## src/sv/rhc_pkg.sv

```systemverilog
// shared types and constants of the rgb/hsv color converter
package rhc_pkg;

	// operation codes carried on cmd
	typedef enum logic [2:0] {
		CMD_RGB2HSV = 3'd0,
		CMD_HSV2RGB = 3'd1,
		CMD_SET_HUE = 3'd2,
		CMD_SET_SAT = 3'd3,
		CMD_SET_BRI = 3'd4
	} cmd_t;

	localparam logic [8:0] HUE_FULL  = 9'd360;
	localparam logic [8:0] HUE_GREEN = 9'd120;
	localparam logic [8:0] HUE_BLUE  = 9'd240;
	localparam logic [7:0] UNIT_SAT  = 8'd255;

	// hue divider: dividend below 60*255+255, quotient below 64
	localparam int HUE_NW = 14;
	localparam int HUE_DW = 8;
	localparam int HUE_QW = 6;

	// rgb divider lanes: p (or saturation), q, t
	localparam int RGB_NW = 23;
	localparam int RGB_DW = 15;
	localparam int RGB_QW = 8;
	localparam int RGB_LN = 3;

	// side data that travels with the hue division
	typedef struct packed {
		logic [2:0] cmd;
		logic [8:0] hue_in;
		logic [7:0] sat_in;
		logic [7:0] bri_in;
		logic [7:0] mx;
		logic [7:0] d;
		logic [8:0] base;
		logic       neg;
	} hue_side_t;

	// pixel handed from the hue section to the rgb section
	typedef struct packed {
		logic [2:0] cmd;
		logic [8:0] hue;
		logic [7:0] sat_in;
		logic [7:0] bri_in;
		logic [7:0] mx;
		logic [7:0] d;
	} pix_t;

	// side data that travels with the p/q/t division
	typedef struct packed {
		logic [2:0] cmd;
		logic [2:0] sector;
		logic [7:0] v;
		logic [8:0] hue;
		logic [7:0] mx;
		logic       grey;
	} rgb_side_t;

endpackage

```

## src/sv/rgb_hsv_color_converter.sv

```systemverilog
// Per-pixel RGB/HSV converter: cmd selects RGB to HSV, HSV to RGB, or a new
// hue, saturation or brightness for an RGB pixel. It takes one pixel every
// clock cycle while the output is not held. It has 10 stages in the hue
// section (channel extremes, sector and difference, dividend setup, a
// six-stage hue divider, hue select) and 13 in the rgb section (sector split,
// two multiply stages, dividend setup, an eight-stage three-lane divider and
// the output register). Every stage has its own valid bit, so a held output
// only stops the stages that are full behind it.
module rgb_hsv_color_converter (
	input  logic       clk,
	input  logic       arst_n,
	input  logic       in_valid,
	output logic       in_ready,
	input  logic [2:0] cmd,
	input  logic [7:0] red_in,
	input  logic [7:0] green_in,
	input  logic [7:0] blue_in,
	input  logic [8:0] hue_in,
	input  logic [7:0] sat_in,
	input  logic [7:0] bright_in,
	output logic       out_valid,
	input  logic       out_ready,
	output logic [7:0] red_out,
	output logic [7:0] green_out,
	output logic [7:0] blue_out,
	output logic [8:0] hue_out,
	output logic [7:0] sat_out,
	output logic [7:0] bright_out
);

	logic          mid_valid;
	logic          mid_ready;
	rhc_pkg::pix_t mid_pix;

	// hue section
	rhc_hue u_hue (
		.clk      (clk),
		.arst_n   (arst_n),
		.in_valid (in_valid),
		.in_ready (in_ready),
		.cmd      (cmd),
		.red_in   (red_in),
		.green_in (green_in),
		.blue_in  (blue_in),
		.hue_in   (hue_in),
		.sat_in   (sat_in),
		.bright_in(bright_in),
		.out_valid(mid_valid),
		.out_ready(mid_ready),
		.pix      (mid_pix)
	);

	// rgb section
	rhc_rgb u_rgb (
		.clk       (clk),
		.arst_n    (arst_n),
		.in_valid  (mid_valid),
		.in_ready  (mid_ready),
		.pix       (mid_pix),
		.out_valid (out_valid),
		.out_ready (out_ready),
		.red_out   (red_out),
		.green_out (green_out),
		.blue_out  (blue_out),
		.hue_out   (hue_out),
		.sat_out   (sat_out),
		.bright_out(bright_out)
	);

`ifndef SYNTHESIS
	// a taken output never blocks the input side
	assert property (@(posedge clk) disable iff (!arst_n) out_ready |-> in_ready)
		else $error("input stalled while output is taken");

	// hsv results never carry rgb values
	assert property (@(posedge clk) disable iff (!arst_n)
		(out_valid && (hue_out != 9'd0 || sat_out != 8'd0 || bright_out != 8'd0))
		|-> (red_out == 8'd0 && green_out == 8'd0 && blue_out == 8'd0))
		else $error("hsv and rgb fields both set");

	// hue stays below a full turn
	assert property (@(posedge clk) disable iff (!arst_n)
		out_valid |-> (hue_out < 9'd360))
		else $error("hue out of range");

	// a black pixel has no saturation
	assert property (@(posedge clk) disable iff (!arst_n)
		(out_valid && bright_out == 8'd0) |-> (sat_out == 8'd0))
		else $error("saturation without brightness");
`endif

endmodule

```

## src/sv/rhc_div.sv

```systemverilog
// pipelined restoring divider, one quotient bit per stage, one or more lanes
module rhc_div #(
	parameter int NW = 14,
	parameter int DW = 8,
	parameter int QW = 6,
	parameter int LN = 1,
	parameter int SW = 1
) (
	input  logic                    clk,
	input  logic                    arst_n,
	input  logic                    in_valid,
	output logic                    in_ready,
	input  logic [LN-1:0][NW-1:0]   num,
	input  logic [LN-1:0][DW-1:0]   den,
	input  logic [SW-1:0]           side_in,
	output logic                    out_valid,
	input  logic                    out_ready,
	output logic [LN-1:0][QW-1:0]   quo,
	output logic [SW-1:0]           side_out
);

	localparam int CW = NW + DW + QW;

	logic [QW:0]                   rdy;
	logic [QW-1:0]                 vld_q;
	logic [QW-1:0][LN-1:0][NW-1:0] rem_s;
	logic [QW-1:0][LN-1:0][DW-1:0] den_s;
	logic [QW-1:0][LN-1:0][QW-1:0] quo_s;
	logic [QW-1:0][SW-1:0]         side_s;

	assign rdy[QW] = out_ready;

	for (genvar k = 0; k < QW; k++) begin : g_stage
		logic                  pv;
		logic [LN-1:0][NW-1:0] prem;
		logic [LN-1:0][DW-1:0] pden;
		logic [LN-1:0][QW-1:0] pquo;
		logic [SW-1:0]         pside;
		logic [LN-1:0][CW-1:0] sh;
		logic [LN-1:0][NW-1:0] nrem;
		logic [LN-1:0][QW-1:0] nquo;

		// previous stage or the input port
		if (k == 0) begin : g_first
			assign pv    = in_valid;
			assign prem  = num;
			assign pden  = den;
			assign pquo  = '0;
			assign pside = side_in;
		end else begin : g_next
			assign pv    = vld_q[k-1];
			assign prem  = rem_s[k-1];
			assign pden  = den_s[k-1];
			assign pquo  = quo_s[k-1];
			assign pside = side_s[k-1];
		end

		// trial subtract of the shifted divisor
		always_comb begin
			for (int l = 0; l < LN; l++) begin
				sh[l]   = CW'(pden[l]) << (QW - 1 - k);
				nrem[l] = prem[l];
				nquo[l] = pquo[l];
				if (CW'(prem[l]) >= sh[l]) begin
					nrem[l] = NW'(CW'(prem[l]) - sh[l]);
					nquo[l] = pquo[l] | (QW'(1) << (QW - 1 - k));
				end
			end
		end

		assign rdy[k] = !vld_q[k] || rdy[k+1];

		// stage valid
		always_ff @(posedge clk or negedge arst_n) begin
			if (!arst_n) begin
				vld_q[k] <= 1'b0;
			end else if (rdy[k]) begin
				vld_q[k] <= pv;
			end
		end

		// stage payload
		always_ff @(posedge clk) begin
			if (rdy[k] && pv) begin
				rem_s[k]  <= nrem;
				den_s[k]  <= pden;
				quo_s[k]  <= nquo;
				side_s[k] <= pside;
			end
		end
	end

	assign in_ready  = rdy[0];
	assign out_valid = vld_q[QW-1];
	assign quo       = quo_s[QW-1];
	assign side_out  = side_s[QW-1];

endmodule

```

## src/sv/rhc_hue.sv

```systemverilog
// hue section: channel extremes, hue division and hue selection
module rhc_hue (
	input  logic          clk,
	input  logic          arst_n,
	input  logic          in_valid,
	output logic          in_ready,
	input  logic [2:0]    cmd,
	input  logic [7:0]    red_in,
	input  logic [7:0]    green_in,
	input  logic [7:0]    blue_in,
	input  logic [8:0]    hue_in,
	input  logic [7:0]    sat_in,
	input  logic [7:0]    bright_in,
	output logic          out_valid,
	input  logic          out_ready,
	output rhc_pkg::pix_t pix
);

	logic rdy1, rdy2, rdy3, rdy4;
	logic v_s1, v_s2, v_s3, v_s4;

	// stage 1: max and min of the channels
	logic [7:0] mx1, mn1, mrg, nrg;
	logic [2:0] cmd_s1;
	logic [7:0] r_s1, g_s1, b_s1, mx_s1, mn_s1, sat_s1, bri_s1;
	logic [8:0] hue_s1;

	always_comb begin
		mrg = (red_in > green_in) ? red_in : green_in;
		nrg = (red_in < green_in) ? red_in : green_in;
		mx1 = (mrg > blue_in) ? mrg : blue_in;
		mn1 = (nrg < blue_in) ? nrg : blue_in;
	end

	assign rdy1 = !v_s1 || rdy2;

	always_ff @(posedge clk or negedge arst_n) begin
		if (!arst_n) begin
			v_s1 <= 1'b0;
		end else if (rdy1) begin
			v_s1 <= in_valid;
		end
	end

	always_ff @(posedge clk) begin
		if (rdy1 && in_valid) begin
			cmd_s1 <= cmd;
			r_s1   <= red_in;
			g_s1   <= green_in;
			b_s1   <= blue_in;
			mx_s1  <= mx1;
			mn_s1  <= mn1;
			hue_s1 <= hue_in;
			sat_s1 <= sat_in;
			bri_s1 <= bright_in;
		end
	end

	// stage 2: hue sector of the largest channel and signed difference
	rhc_pkg::hue_side_t side2, side_s2;
	logic [7:0] pos2, neg2, diff2, diff_s2;

	always_comb begin
		side2.cmd    = cmd_s1;
		side2.hue_in = hue_s1;
		side2.sat_in = sat_s1;
		side2.bri_in = bri_s1;
		side2.mx     = mx_s1;
		side2.d      = mx_s1 - mn_s1;
		if (r_s1 == mx_s1) begin
			side2.base = '0;
			pos2       = g_s1;
			neg2       = b_s1;
		end else if (g_s1 == mx_s1) begin
			side2.base = rhc_pkg::HUE_GREEN;
			pos2       = b_s1;
			neg2       = r_s1;
		end else begin
			side2.base = rhc_pkg::HUE_BLUE;
			pos2       = r_s1;
			neg2       = g_s1;
		end
		side2.neg = (pos2 < neg2);
		diff2     = side2.neg ? (neg2 - pos2) : (pos2 - neg2);
	end

	assign rdy2 = !v_s2 || rdy3;

	always_ff @(posedge clk or negedge arst_n) begin
		if (!arst_n) begin
			v_s2 <= 1'b0;
		end else if (rdy2) begin
			v_s2 <= v_s1;
		end
	end

	always_ff @(posedge clk) begin
		if (rdy2 && v_s1) begin
			side_s2 <= side2;
			diff_s2 <= diff2;
		end
	end

	// stage 3: dividend 60*diff, biased for a ceiling when negative
	rhc_pkg::hue_side_t side_s3;
	logic [rhc_pkg::HUE_NW-1:0] x3, num3, num_s3;
	logic div_ready;

	always_comb begin
		x3   = rhc_pkg::HUE_NW'(diff_s2) * rhc_pkg::HUE_NW'(60);
		num3 = side_s2.neg ? (x3 + rhc_pkg::HUE_NW'(side_s2.d) - rhc_pkg::HUE_NW'(1)) : x3;
	end

	assign rdy3 = !v_s3 || div_ready;

	always_ff @(posedge clk or negedge arst_n) begin
		if (!arst_n) begin
			v_s3 <= 1'b0;
		end else if (rdy3) begin
			v_s3 <= v_s2;
		end
	end

	always_ff @(posedge clk) begin
		if (rdy3 && v_s2) begin
			side_s3 <= side_s2;
			num_s3  <= num3;
		end
	end

	// hue division by the channel spread
	logic                       dv;
	logic [rhc_pkg::HUE_QW-1:0] dq;
	rhc_pkg::hue_side_t         dside;

	rhc_div #(
		.NW(rhc_pkg::HUE_NW),
		.DW(rhc_pkg::HUE_DW),
		.QW(rhc_pkg::HUE_QW),
		.LN(1),
		.SW($bits(rhc_pkg::hue_side_t))
	) u_div (
		.clk      (clk),
		.arst_n   (arst_n),
		.in_valid (v_s3),
		.in_ready (div_ready),
		.num      (num_s3),
		.den      (side_s3.d),
		.side_in  (side_s3),
		.out_valid(dv),
		.out_ready(rdy4),
		.quo      (dq),
		.side_out (dside)
	);

	// stage 4: final hue, from the pixel or from the port
	rhc_pkg::pix_t pix4, pix_s4;
	logic [8:0] q9, rgb_hue;

	always_comb begin
		q9 = 9'(dq);
		if (dside.d == '0) begin
			rgb_hue = '0;
		end else if (!dside.neg) begin
			rgb_hue = dside.base + q9;
		end else if (dside.base == '0) begin
			rgb_hue = rhc_pkg::HUE_FULL - q9;
		end else begin
			rgb_hue = dside.base - q9;
		end
		pix4.cmd    = dside.cmd;
		pix4.sat_in = dside.sat_in;
		pix4.bri_in = dside.bri_in;
		pix4.mx     = dside.mx;
		pix4.d      = dside.d;
		case (dside.cmd)
			rhc_pkg::CMD_HSV2RGB, rhc_pkg::CMD_SET_HUE: begin
				pix4.hue = (dside.hue_in >= rhc_pkg::HUE_FULL) ? '0 : dside.hue_in;
			end
			default: begin
				pix4.hue = rgb_hue;
			end
		endcase
	end

	assign rdy4 = !v_s4 || out_ready;

	always_ff @(posedge clk or negedge arst_n) begin
		if (!arst_n) begin
			v_s4 <= 1'b0;
		end else if (rdy4) begin
			v_s4 <= dv;
		end
	end

	always_ff @(posedge clk) begin
		if (rdy4 && dv) begin
			pix_s4 <= pix4;
		end
	end

	assign in_ready  = rdy1;
	assign out_valid = v_s4;
	assign pix       = pix_s4;

endmodule

```

## src/sv/rhc_rgb.sv

```systemverilog
// rgb section: sector split, p/q/t products, divisions and output mux
module rhc_rgb (
	input  logic          clk,
	input  logic          arst_n,
	input  logic          in_valid,
	output logic          in_ready,
	input  rhc_pkg::pix_t pix,
	output logic          out_valid,
	input  logic          out_ready,
	output logic [7:0]    red_out,
	output logic [7:0]    green_out,
	output logic [7:0]    blue_out,
	output logic [8:0]    hue_out,
	output logic [7:0]    sat_out,
	output logic [7:0]    bright_out
);

	logic rdy1, rdy2, rdy3, rdy4, rdy5;
	logic v_s1, v_s2, v_s3, v_s4, v_s5;

	// stage 1: sector, offset in sector, saturation ratio and value
	logic [2:0] sec1;
	logic [8:0] lo1;
	logic [7:0] sn1, sd1, v1;
	logic       grey1;
	logic [2:0] cmd_s1, sec_s1;
	logic [5:0] f_s1;
	logic [7:0] sn_s1, sd_s1, v_s1d, mx_s1, d_s1;
	logic [8:0] hue_s1;
	logic       grey_s1;

	always_comb begin
		sec1 = 3'd0;
		if (pix.hue >= 9'd60)  sec1 = 3'd1;
		if (pix.hue >= 9'd120) sec1 = 3'd2;
		if (pix.hue >= 9'd180) sec1 = 3'd3;
		if (pix.hue >= 9'd240) sec1 = 3'd4;
		if (pix.hue >= 9'd300) sec1 = 3'd5;
		case (sec1)
			3'd0:    lo1 = 9'd0;
			3'd1:    lo1 = 9'd60;
			3'd2:    lo1 = 9'd120;
			3'd3:    lo1 = 9'd180;
			3'd4:    lo1 = 9'd240;
			default: lo1 = 9'd300;
		endcase
		grey1 = (pix.d == '0);
		case (pix.cmd)
			rhc_pkg::CMD_HSV2RGB: begin
				sn1 = pix.sat_in;
				sd1 = rhc_pkg::UNIT_SAT;
				v1  = pix.bri_in;
			end
			rhc_pkg::CMD_SET_SAT: begin
				sn1 = pix.sat_in;
				sd1 = rhc_pkg::UNIT_SAT;
				v1  = pix.mx;
			end
			rhc_pkg::CMD_SET_BRI: begin
				sn1 = pix.d;
				sd1 = grey1 ? 8'd1 : pix.mx;
				v1  = pix.bri_in;
			end
			default: begin
				sn1 = pix.d;
				sd1 = grey1 ? 8'd1 : pix.mx;
				v1  = pix.mx;
			end
		endcase
	end

	assign rdy1 = !v_s1 || rdy2;

	always_ff @(posedge clk or negedge arst_n) begin
		if (!arst_n) begin
			v_s1 <= 1'b0;
		end else if (rdy1) begin
			v_s1 <= in_valid;
		end
	end

	always_ff @(posedge clk) begin
		if (rdy1 && in_valid) begin
			cmd_s1  <= pix.cmd;
			sec_s1  <= sec1;
			f_s1    <= 6'(pix.hue - lo1);
			sn_s1   <= sn1;
			sd_s1   <= sd1;
			v_s1d   <= v1;
			mx_s1   <= pix.mx;
			d_s1    <= pix.d;
			hue_s1  <= pix.hue;
			grey_s1 <= grey1;
		end
	end

	// stage 2: sn*f, sn*(60-f) and 60*sd
	logic [2:0]  cmd_s2, sec_s2;
	logic [7:0]  sn_s2, sd_s2, v_s2d, mx_s2, d_s2;
	logic [8:0]  hue_s2;
	logic        grey_s2;
	logic [13:0] snf_s2, snr_s2, d60_s2;

	assign rdy2 = !v_s2 || rdy3;

	always_ff @(posedge clk or negedge arst_n) begin
		if (!arst_n) begin
			v_s2 <= 1'b0;
		end else if (rdy2) begin
			v_s2 <= v_s1;
		end
	end

	always_ff @(posedge clk) begin
		if (rdy2 && v_s1) begin
			cmd_s2  <= cmd_s1;
			sec_s2  <= sec_s1;
			sn_s2   <= sn_s1;
			sd_s2   <= sd_s1;
			v_s2d   <= v_s1d;
			mx_s2   <= mx_s1;
			d_s2    <= d_s1;
			hue_s2  <= hue_s1;
			grey_s2 <= grey_s1;
			snf_s2  <= 14'(sn_s1) * 14'(f_s1);
			snr_s2  <= 14'(sn_s1) * (14'd60 - 14'(f_s1));
			d60_s2  <= 14'(sd_s1) * 14'd60;
		end
	end

	// stage 3: value times the three weights
	logic [2:0]  cmd_s3, sec_s3;
	logic [7:0]  sd_s3, v_s3d, mx_s3, d_s3;
	logic [8:0]  hue_s3;
	logic        grey_s3;
	logic [13:0] d60_s3;
	logic [15:0] ap_s3;
	logic [21:0] aq_s3, at_s3;

	assign rdy3 = !v_s3 || rdy4;

	always_ff @(posedge clk or negedge arst_n) begin
		if (!arst_n) begin
			v_s3 <= 1'b0;
		end else if (rdy3) begin
			v_s3 <= v_s2;
		end
	end

	always_ff @(posedge clk) begin
		if (rdy3 && v_s2) begin
			cmd_s3  <= cmd_s2;
			sec_s3  <= sec_s2;
			sd_s3   <= sd_s2;
			v_s3d   <= v_s2d;
			mx_s3   <= mx_s2;
			d_s3    <= d_s2;
			hue_s3  <= hue_s2;
			grey_s3 <= grey_s2;
			d60_s3  <= d60_s2;
			ap_s3   <= 16'(v_s2d) * 16'(sd_s2 - sn_s2);
			aq_s3   <= 22'(v_s2d) * 22'(d60_s2 - snf_s2);
			at_s3   <= 22'(v_s2d) * 22'(d60_s2 - snr_s2);
		end
	end

	// stage 4: round-half-up dividends and doubled divisors
	logic [16:0] np4;
	logic [8:0]  dp4;
	logic [rhc_pkg::RGB_LN-1:0][rhc_pkg::RGB_NW-1:0] num4, num_s4;
	logic [rhc_pkg::RGB_LN-1:0][rhc_pkg::RGB_DW-1:0] den4, den_s4;
	rhc_pkg::rgb_side_t side4, side_s4;

	always_comb begin
		if (cmd_s3 == rhc_pkg::CMD_RGB2HSV) begin
			np4 = 17'(d_s3) * 17'd510 + 17'(mx_s3);
			dp4 = {mx_s3, 1'b0};
		end else begin
			np4 = {ap_s3, 1'b0} + 17'(sd_s3);
			dp4 = {sd_s3, 1'b0};
		end
		num4[0] = rhc_pkg::RGB_NW'(np4);
		den4[0] = rhc_pkg::RGB_DW'(dp4);
		num4[1] = {aq_s3, 1'b0} + rhc_pkg::RGB_NW'(d60_s3);
		den4[1] = {d60_s3, 1'b0};
		num4[2] = {at_s3, 1'b0} + rhc_pkg::RGB_NW'(d60_s3);
		den4[2] = {d60_s3, 1'b0};
		side4.cmd    = cmd_s3;
		side4.sector = sec_s3;
		side4.v      = v_s3d;
		side4.hue    = hue_s3;
		side4.mx     = mx_s3;
		side4.grey   = grey_s3;
	end

	logic div_ready;

	assign rdy4 = !v_s4 || div_ready;

	always_ff @(posedge clk or negedge arst_n) begin
		if (!arst_n) begin
			v_s4 <= 1'b0;
		end else if (rdy4) begin
			v_s4 <= v_s3;
		end
	end

	always_ff @(posedge clk) begin
		if (rdy4 && v_s3) begin
			num_s4  <= num4;
			den_s4  <= den4;
			side_s4 <= side4;
		end
	end

	// three-lane division: p or saturation, q, t
	logic                                            dv;
	logic [rhc_pkg::RGB_LN-1:0][rhc_pkg::RGB_QW-1:0] dq;
	rhc_pkg::rgb_side_t                              dside;

	rhc_div #(
		.NW(rhc_pkg::RGB_NW),
		.DW(rhc_pkg::RGB_DW),
		.QW(rhc_pkg::RGB_QW),
		.LN(rhc_pkg::RGB_LN),
		.SW($bits(rhc_pkg::rgb_side_t))
	) u_div (
		.clk      (clk),
		.arst_n   (arst_n),
		.in_valid (v_s4),
		.in_ready (div_ready),
		.num      (num_s4),
		.den      (den_s4),
		.side_in  (side_s4),
		.out_valid(dv),
		.out_ready(rdy5),
		.quo      (dq),
		.side_out (dside)
	);

	// stage 5: result register with sector mux
	logic [7:0] r5, g5, b5, s5, bv5, vv, pp, qq, tt;
	logic [8:0] h5;
	logic [7:0] r_s5, g_s5, b_s5, s_s5, bv_s5;
	logic [8:0] h_s5;

	always_comb begin
		vv  = dside.v;
		pp  = dq[0];
		qq  = dq[1];
		tt  = dq[2];
		r5  = '0;
		g5  = '0;
		b5  = '0;
		h5  = '0;
		s5  = '0;
		bv5 = '0;
		case (dside.cmd)
			rhc_pkg::CMD_RGB2HSV: begin
				h5  = dside.hue;
				s5  = dside.grey ? 8'd0 : pp;
				bv5 = dside.mx;
			end
			rhc_pkg::CMD_HSV2RGB, rhc_pkg::CMD_SET_HUE, rhc_pkg::CMD_SET_SAT,
			rhc_pkg::CMD_SET_BRI: begin
				case (dside.sector)
					3'd0: begin r5 = vv; g5 = tt; b5 = pp; end
					3'd1: begin r5 = qq; g5 = vv; b5 = pp; end
					3'd2: begin r5 = pp; g5 = vv; b5 = tt; end
					3'd3: begin r5 = pp; g5 = qq; b5 = vv; end
					3'd4: begin r5 = tt; g5 = pp; b5 = vv; end
					default: begin r5 = vv; g5 = pp; b5 = qq; end
				endcase
			end
			default: begin
				r5 = '0;
			end
		endcase
	end

	assign rdy5 = !v_s5 || out_ready;

	always_ff @(posedge clk or negedge arst_n) begin
		if (!arst_n) begin
			v_s5 <= 1'b0;
		end else if (rdy5) begin
			v_s5 <= dv;
		end
	end

	always_ff @(posedge clk) begin
		if (rdy5 && dv) begin
			r_s5  <= r5;
			g_s5  <= g5;
			b_s5  <= b5;
			h_s5  <= h5;
			s_s5  <= s5;
			bv_s5 <= bv5;
		end
	end

	assign in_ready   = rdy1;
	assign out_valid  = v_s5;
	assign red_out    = r_s5;
	assign green_out  = g_s5;
	assign blue_out   = b_s5;
	assign hue_out    = h_s5;
	assign sat_out    = s_s5;
	assign bright_out = bv_s5;

endmodule
```

## config.mk

```make
export PLATFORM = sky130hd
export DESIGN_NAME = rgb_hsv_color_converter
export DESIGN_NICKNAME = d
export VERILOG_FILES = /design/src/sv/rhc_pkg.sv /design/src/sv/rgb_hsv_color_converter.sv /design/src/sv/rhc_div.sv /design/src/sv/rhc_hue.sv /design/src/sv/rhc_rgb.sv
export SDC_FILE = /design/constraint.sdc
export NUM_CORES = 2
export LEC_CHECK = 0
export BUFFER_PORTS_ARGS = -buffer_cell sky130_fd_sc_hd__buf_2
export CAP_MARGIN = 20
export CORE_UTILIZATION = 48
export DETAILED_ROUTE_END_ITERATION = 12
export PLACE_DENSITY = 0.67
export SLEW_MARGIN = 20
export SYNTH_ARGS = -nofsm -noshare
export SYNTH_HDL_FRONTEND = slang
export SYNTH_SLANG_ARGS = --single-unit
```

## constraint.sdc

```tcl
create_clock -name clk -period 21.4 [get_ports clk]
set_clock_uncertainty 0.2 [all_clocks]
set_input_delay 4.28 -clock clk [delete_from_list [all_inputs] [get_ports clk]]
set_output_delay 4.28 -clock clk [all_outputs]
set_load 0.02 [all_outputs]
```

# Yosys cells after proc, flatten, opt, wreduce, memory -nomap -nowiden
# Index checks and enable logic that the tools add are counted.
# word_totals
regBits	2251
in_bits	56
output_inout_bits	51
word_cells	483
# op_classes
addsub	43
mul	8
order_cmp	41
eq_ne	19
mux	60
bitwise_logic	1
n_reduce_logical	86
# op_table
cell	count
23-bit two-way mux	20
8-bit two-way mux	16
14-bit two-way mux	6
8-bit one-hot mux with 3 select lines	3
23-bit by 15-bit greater-or-equal comparator with 1-bit output	3
9-bit two-way mux	6
23-bit by 14-bit adder with 23-bit output	2
23-bit by 16-bit greater-or-equal comparator with 1-bit output	2
23-bit by 17-bit greater-or-equal comparator with 1-bit output	2
23-bit by 18-bit greater-or-equal comparator with 1-bit output	2
23-bit by 19-bit greater-or-equal comparator with 1-bit output	2
23-bit by 20-bit greater-or-equal comparator with 1-bit output	2
23-bit by 21-bit greater-or-equal comparator with 1-bit output	2
23-bit by 22-bit greater-or-equal comparator with 1-bit output	2
23-bit by 16-bit subtractor with 23-bit output	2
23-bit by 17-bit subtractor with 23-bit output	2
23-bit by 18-bit subtractor with 23-bit output	2
23-bit by 19-bit subtractor with 23-bit output	2
23-bit by 20-bit subtractor with 23-bit output	2
23-bit by 21-bit subtractor with 23-bit output	2
23-bit by 22-bit subtractor with 23-bit output	2
8-bit by 22-bit multiplier with 22-bit output	2
17-bit by 8-bit adder with 17-bit output	2
17-bit two-way mux	2
other kinds (64)	168

# Depth between registers and ports, before layout
# logic_depth
depth_word	25
depth_mapped	28
mapped_depth_nobuf	28

# Hierarchy
# From an unflattened synthesis, not the netlist that was laid out.
# hier_totals
cells_unflattened	9466
area_unflattened_um2	121076.1
# by_module_without_submodules
module	n_inst	cells_per_inst	area_each_um2	seq_area_each_um2
rhc_div at u_rgb.u_div	1	4583	57596.5	35093.7
rhc_rgb	1	3088	34618.2	13097.6
rhc_div at u_hue.u_div	1	897	16858.7	13813.2
rhc_hue	1	898	12002.8	7006.7

# Worst setup path after synthesis
# OpenSTA, ideal clock, no wires.
# synth_path
path_kind	input to register
start	input out_ready
end	register u_rgb.ap_s3[0], enable pin
setup_time_ns	0.776
arrival_time_ns	13.277
t_required_ns	20.424
path_slack_ns	7.147
path_stages	5
n_path_buf	0
cell_sequence	nand4b_1 > nor2_1 > nand3_1 > nor2_1 > a21boi_0
# synth_via
elab_chain_cells	12
# synth_rtl
element	line_no	rtl
start, declared	rgb_hsv_color_converter.sv:22	input logic out_ready,
1-bit logical OR	rhc_rgb.sv:281	assign rdy5 = !v_s5 || out_ready;
1-bit logical OR (8 in a row)	rhc_div.sv:71	assign rdy[k] = !vld_q[k] || rdy[k+1];
1-bit logical OR	rhc_rgb.sv:198	assign rdy4 = !v_s4 || div_ready;
1-bit logical OR	rhc_rgb.sv:140	assign rdy3 = !v_s3 || rdy4;
1-bit logical AND	rhc_rgb.sv:151	if (rdy3 && v_s2) begin
end signal, assigned	rhc_rgb.sv:161	ap_s3 <= 16'(v_s2d) * 16'(sd_s2 - sn_s2);
end, declared	rhc_rgb.sv:137	logic [15:0] ap_s3;
# No other way between the ends.
# A chain may end at the register's enable or synchronous reset.

# Final worst setup path
# layout_path
start	input out_ready
end	output in_ready
# layout_via
elab_chain_cells	23
# layout_rtl
element	line_no	rtl
1-bit logical OR	rhc_rgb.sv:281	
1-bit logical OR (8 in a row)	rhc_div.sv:71	
1-bit logical OR	rhc_rgb.sv:198	
1-bit logical OR	rhc_rgb.sv:140	
1-bit logical OR	rhc_rgb.sv:104	assign rdy2 = !v_s2 || rdy3;
1-bit logical OR	rhc_rgb.sv:72	assign rdy1 = !v_s1 || rdy2;
1-bit logical OR	rhc_hue.sv:186	assign rdy4 = !v_s4 || out_ready;
1-bit logical OR (6 in a row)	rhc_div.sv:71	
1-bit logical OR	rhc_hue.sv:114	assign rdy3 = !v_s3 || div_ready;
1-bit logical OR	rhc_hue.sv:87	assign rdy2 = !v_s2 || rdy3;
1-bit logical OR	rhc_hue.sv:35	assign rdy1 = !v_s1 || rdy2;
end, declared	rgb_hsv_color_converter.sv:13	output logic in_ready,
# No other way between the ends.

==> impl_results.md <==
- Core ar.: about 220000 um2
- Async set-reset flop share out of synthesis: 0.0114
- Main synth FF type: edfxtp_1
- Clock slew seen by the registers of the worst setup and hold paths: 60 ps
- P_leak: between 40 and 50 nW
- CP Class: in2out
- Yosys cell types: between 90 and 100
- Wire per inst: ~17 um
- Cell Area, Placed: 109000 um2
- Mean area per synthesized cell: between 10 and 15 um2
- Setup crit end kind: primary output
- GRT Residual Overflow: 0
- Synth top area share: 0.571
- Setup slack at placement: a little under 10000 ps
- Initial Util: 0.483
- PD cells: 173 nW/um2
- Area growth, synth to finish: 10.5%
- Max Clk Rate: 83.9 MHz
- DR iter-0 viols: roughly 3400
- Final Hold Fails: 0
- Setup ws final: about 9500 ps
- Top cells by instance count after synthesis: edfxtp_1, inv_1, ha_1
- Post-synthesis net count: 9186
- Critical-path top delay cell: or4_1
- Resized cells post-CTS: 0
- Cell area after layout: 116000 um2
- Total CTS buffers: 204
- Layout Nets: 9412
- Maximum vdd ir drop: 0.455 mV
- Seq cells post-synth: 2018
- DIE AREA: about 220000 um2
- Period utilization: 0.557
- Count leader, synth: edfxtp_1
- Synthesized cell area: roughly 100000 um2
- Dominant cells by area after synthesis: edfxtp_1, fa_1, ha_1
- Total Routing Usage GR: 0.176
- Worst EP arrival: 7440 ps
- Number of nets with antenna violations after routing: 0
- Largest net degree at the start of global routing: 85
- Detailed placer's ending HPWL: 146000 um
- First-pass GRT wire length: 312000 um
- Number of global-route vias before repair: 60200
- Chip Height: 470 um
- Post-CTS Setup Bufs: 0
- Gpl congestion: 0.871
- Slew margin rel.: 0.215
- CTS tree: done
- Outcome: finished, final reports clean
- Crit path time final: 11920 ps
- Vias per cell: 5.23
- DRC Markers: 0
- Cells after Synth: 8080
- Final setup fails: 0
- Max stage delay on crit path: 770 ps
- Ant diodes: 0
- Crit-path leading delay family: simple AND/OR/NAND/NOR gates
- Post-synth EDFFs: 1995
- Critical Path Fanout Max: 6
- Design Power: between 0.02 and 0.025 W
- Worst hold path type: reg2reg
- Skew-Pair Late Insertion Delay: 830 ps
- Number of antenna violations at the first check in global routing: 3
- H-Tree Level Count: 4
- Via count: 59300
- # hold bufs at CTS: 0
- CTS Sinks: 2018
- Wire length reported by the detailed router: 194000 um
- Final TNS setup: 0 ps
- PortBufs: ~110
- WP buf/inv: 3
- Top-level I/O count: 107
- Largest area contributor in the netlist: edfxtp_1
- Critical Path RT: 16920 ps
- Worst setup SP type: input pin
- Drt pass-1 iters: 5
- Root buf cell: clkbuf_16
- Row cnt: around 170
- Least-Margin Pin Slew: 1170 ps
- Maximum capacitance violations: 0
- Seq/Total Area, Yosys: 0.576
- Yosys Warn Count: 0
- Unrepaired setup endpoints after global routing: false
- Final-report max-slew violation count: 0
- Crit-path cells: buf_2 -> nand4b_1 -> nor2_1 -> nand2_1 -> or4_1 -> nor2_1 -> nand2_1 -> inv_1 -> nand4_1 -> buf_2
- Clock Path Buffers: 3
- Die Wd: 470 um
- Layout cells sized above 1: 0.0773
- Min Hold Slack: 188 ps
-- power by group --
| part | total (W) | internal [W] | switching (W) |
|---|---|---|---|
| Clock | 0.00360 | 0.00211 | 0.00150 |
| Sequential | 0.00634 | 0.00588 | 0.000462 |
| Combinational | 0.0101 | 0.00448 | 0.00563 |
| Total | 0.0201 | 0.0125 | 0.00759 |
-- final cells by class --
type,count,area (um2)
multi-input cells,4969,40500
fillers,17700,101000
inverters,956,3590
repair buffers,157,917
flip-flops and latches,2018,60500
clock buffers,231,5260
well taps,2854,3570
clock inverters,154,1690
-- path summary, 6_finish.rpt --
check / start / end / slack [ps] / depth (start not counted)
worst max-delay path: out_ready / in_ready / 9480 / 10
worst min-delay path: u_hue.u_div.side_out[24]$_DFFE_PP_ / u_hue.pix[14]$_DFFE_PP_ / 190 / 0
worst max register to register: u_rgb.sd_s2[0]$_DFFE_PP_ / u_rgb.aq_s3[21]$_DFFE_PP_ / 13550 / 26
worst min register to register: u_hue.u_div.side_out[24]$_DFFE_PP_ / u_hue.pix[14]$_DFFE_PP_ / 190 / 0
max in group asynchronous: arst_n / u_rgb.u_div.g_stage[2].pv$_DFFE_PN0P_ / 17140 / 1
min in group asynchronous: arst_n / u_hue.v_s1$_DFFE_PN0N_ / 3310 / 1
-- cell usage in the layout (no fill, tap or decap), types with 133 or more instances in the layout --
cell       count
clkbuf_16    206
xnor2_1      332
xor2_1       183
ha_1         644
nor2_1       427
o21ai_0      320
a21oi_1      384
and2_1       285
nand2_1      524
edfxtp_1    1995
inv_1        953
a21o_1       133
fa_1         406
-- flip-flops by register name (all words and copies together) (netlist names), 19 cells and up --
register and flops:
u_rgb.u_div.g_stage.pquo 84, u_hue.u_div.side_out 48, u_rgb.u_div.quo 24, u_rgb.u_div.g_stage.prem 457, u_hue.u_div.g_stage.pden 35, u_rgb.u_div.side_out 32
u_hue.u_div.g_stage.pside 205, u_hue.u_div.g_stage.prem 70, u_rgb.num_s4 60, u_hue.side_s3 48, u_rgb.den_s4 19, u_hue.side_s2 48
u_rgb.side_s4 32, u_rgb.u_div.den_s 133, u_hue.pix 44, u_rgb.at_s3 22, u_rgb.u_div.g_stage.pside 224, u_rgb.aq_s3 21
-- kinds of logic (layout without fill, tap and decap cells) --
group	count (synthesis)	after routing	synth area share
compound gates	1300	1300	0.0780
xor+xnor	515	515	0.0430
fa+ha+maj	1050	1050	0.154
buf+inv	1093	1498	0.0392
flops	2018	2018	0.576
mux	138	138	0.0142
simple gates	1966	1966	0.0953
-- per-layer routing --
metal | vias up | GRT usage | routed length, um
met5 | - | 0 | 32
met4 | 4 | 0.0695 | 7130
met3 | 394 | 0.0229 | 7050
met2 | 1120 | 0.310 | 97200
met1 | 28700 | 0.218 | 82300
li1 | 29200 | - | -
-- through the flow --
step | util | cells
global route | 0.534 | 11300
global placement | 0.502 | 11000
finish | 0.534 | 11300
detailed placement | 0.502 | 11000
floorplan | - | 8080
CTS | 0.534 | 11300
Note: power is estimated with default switching activity, not from simulation.
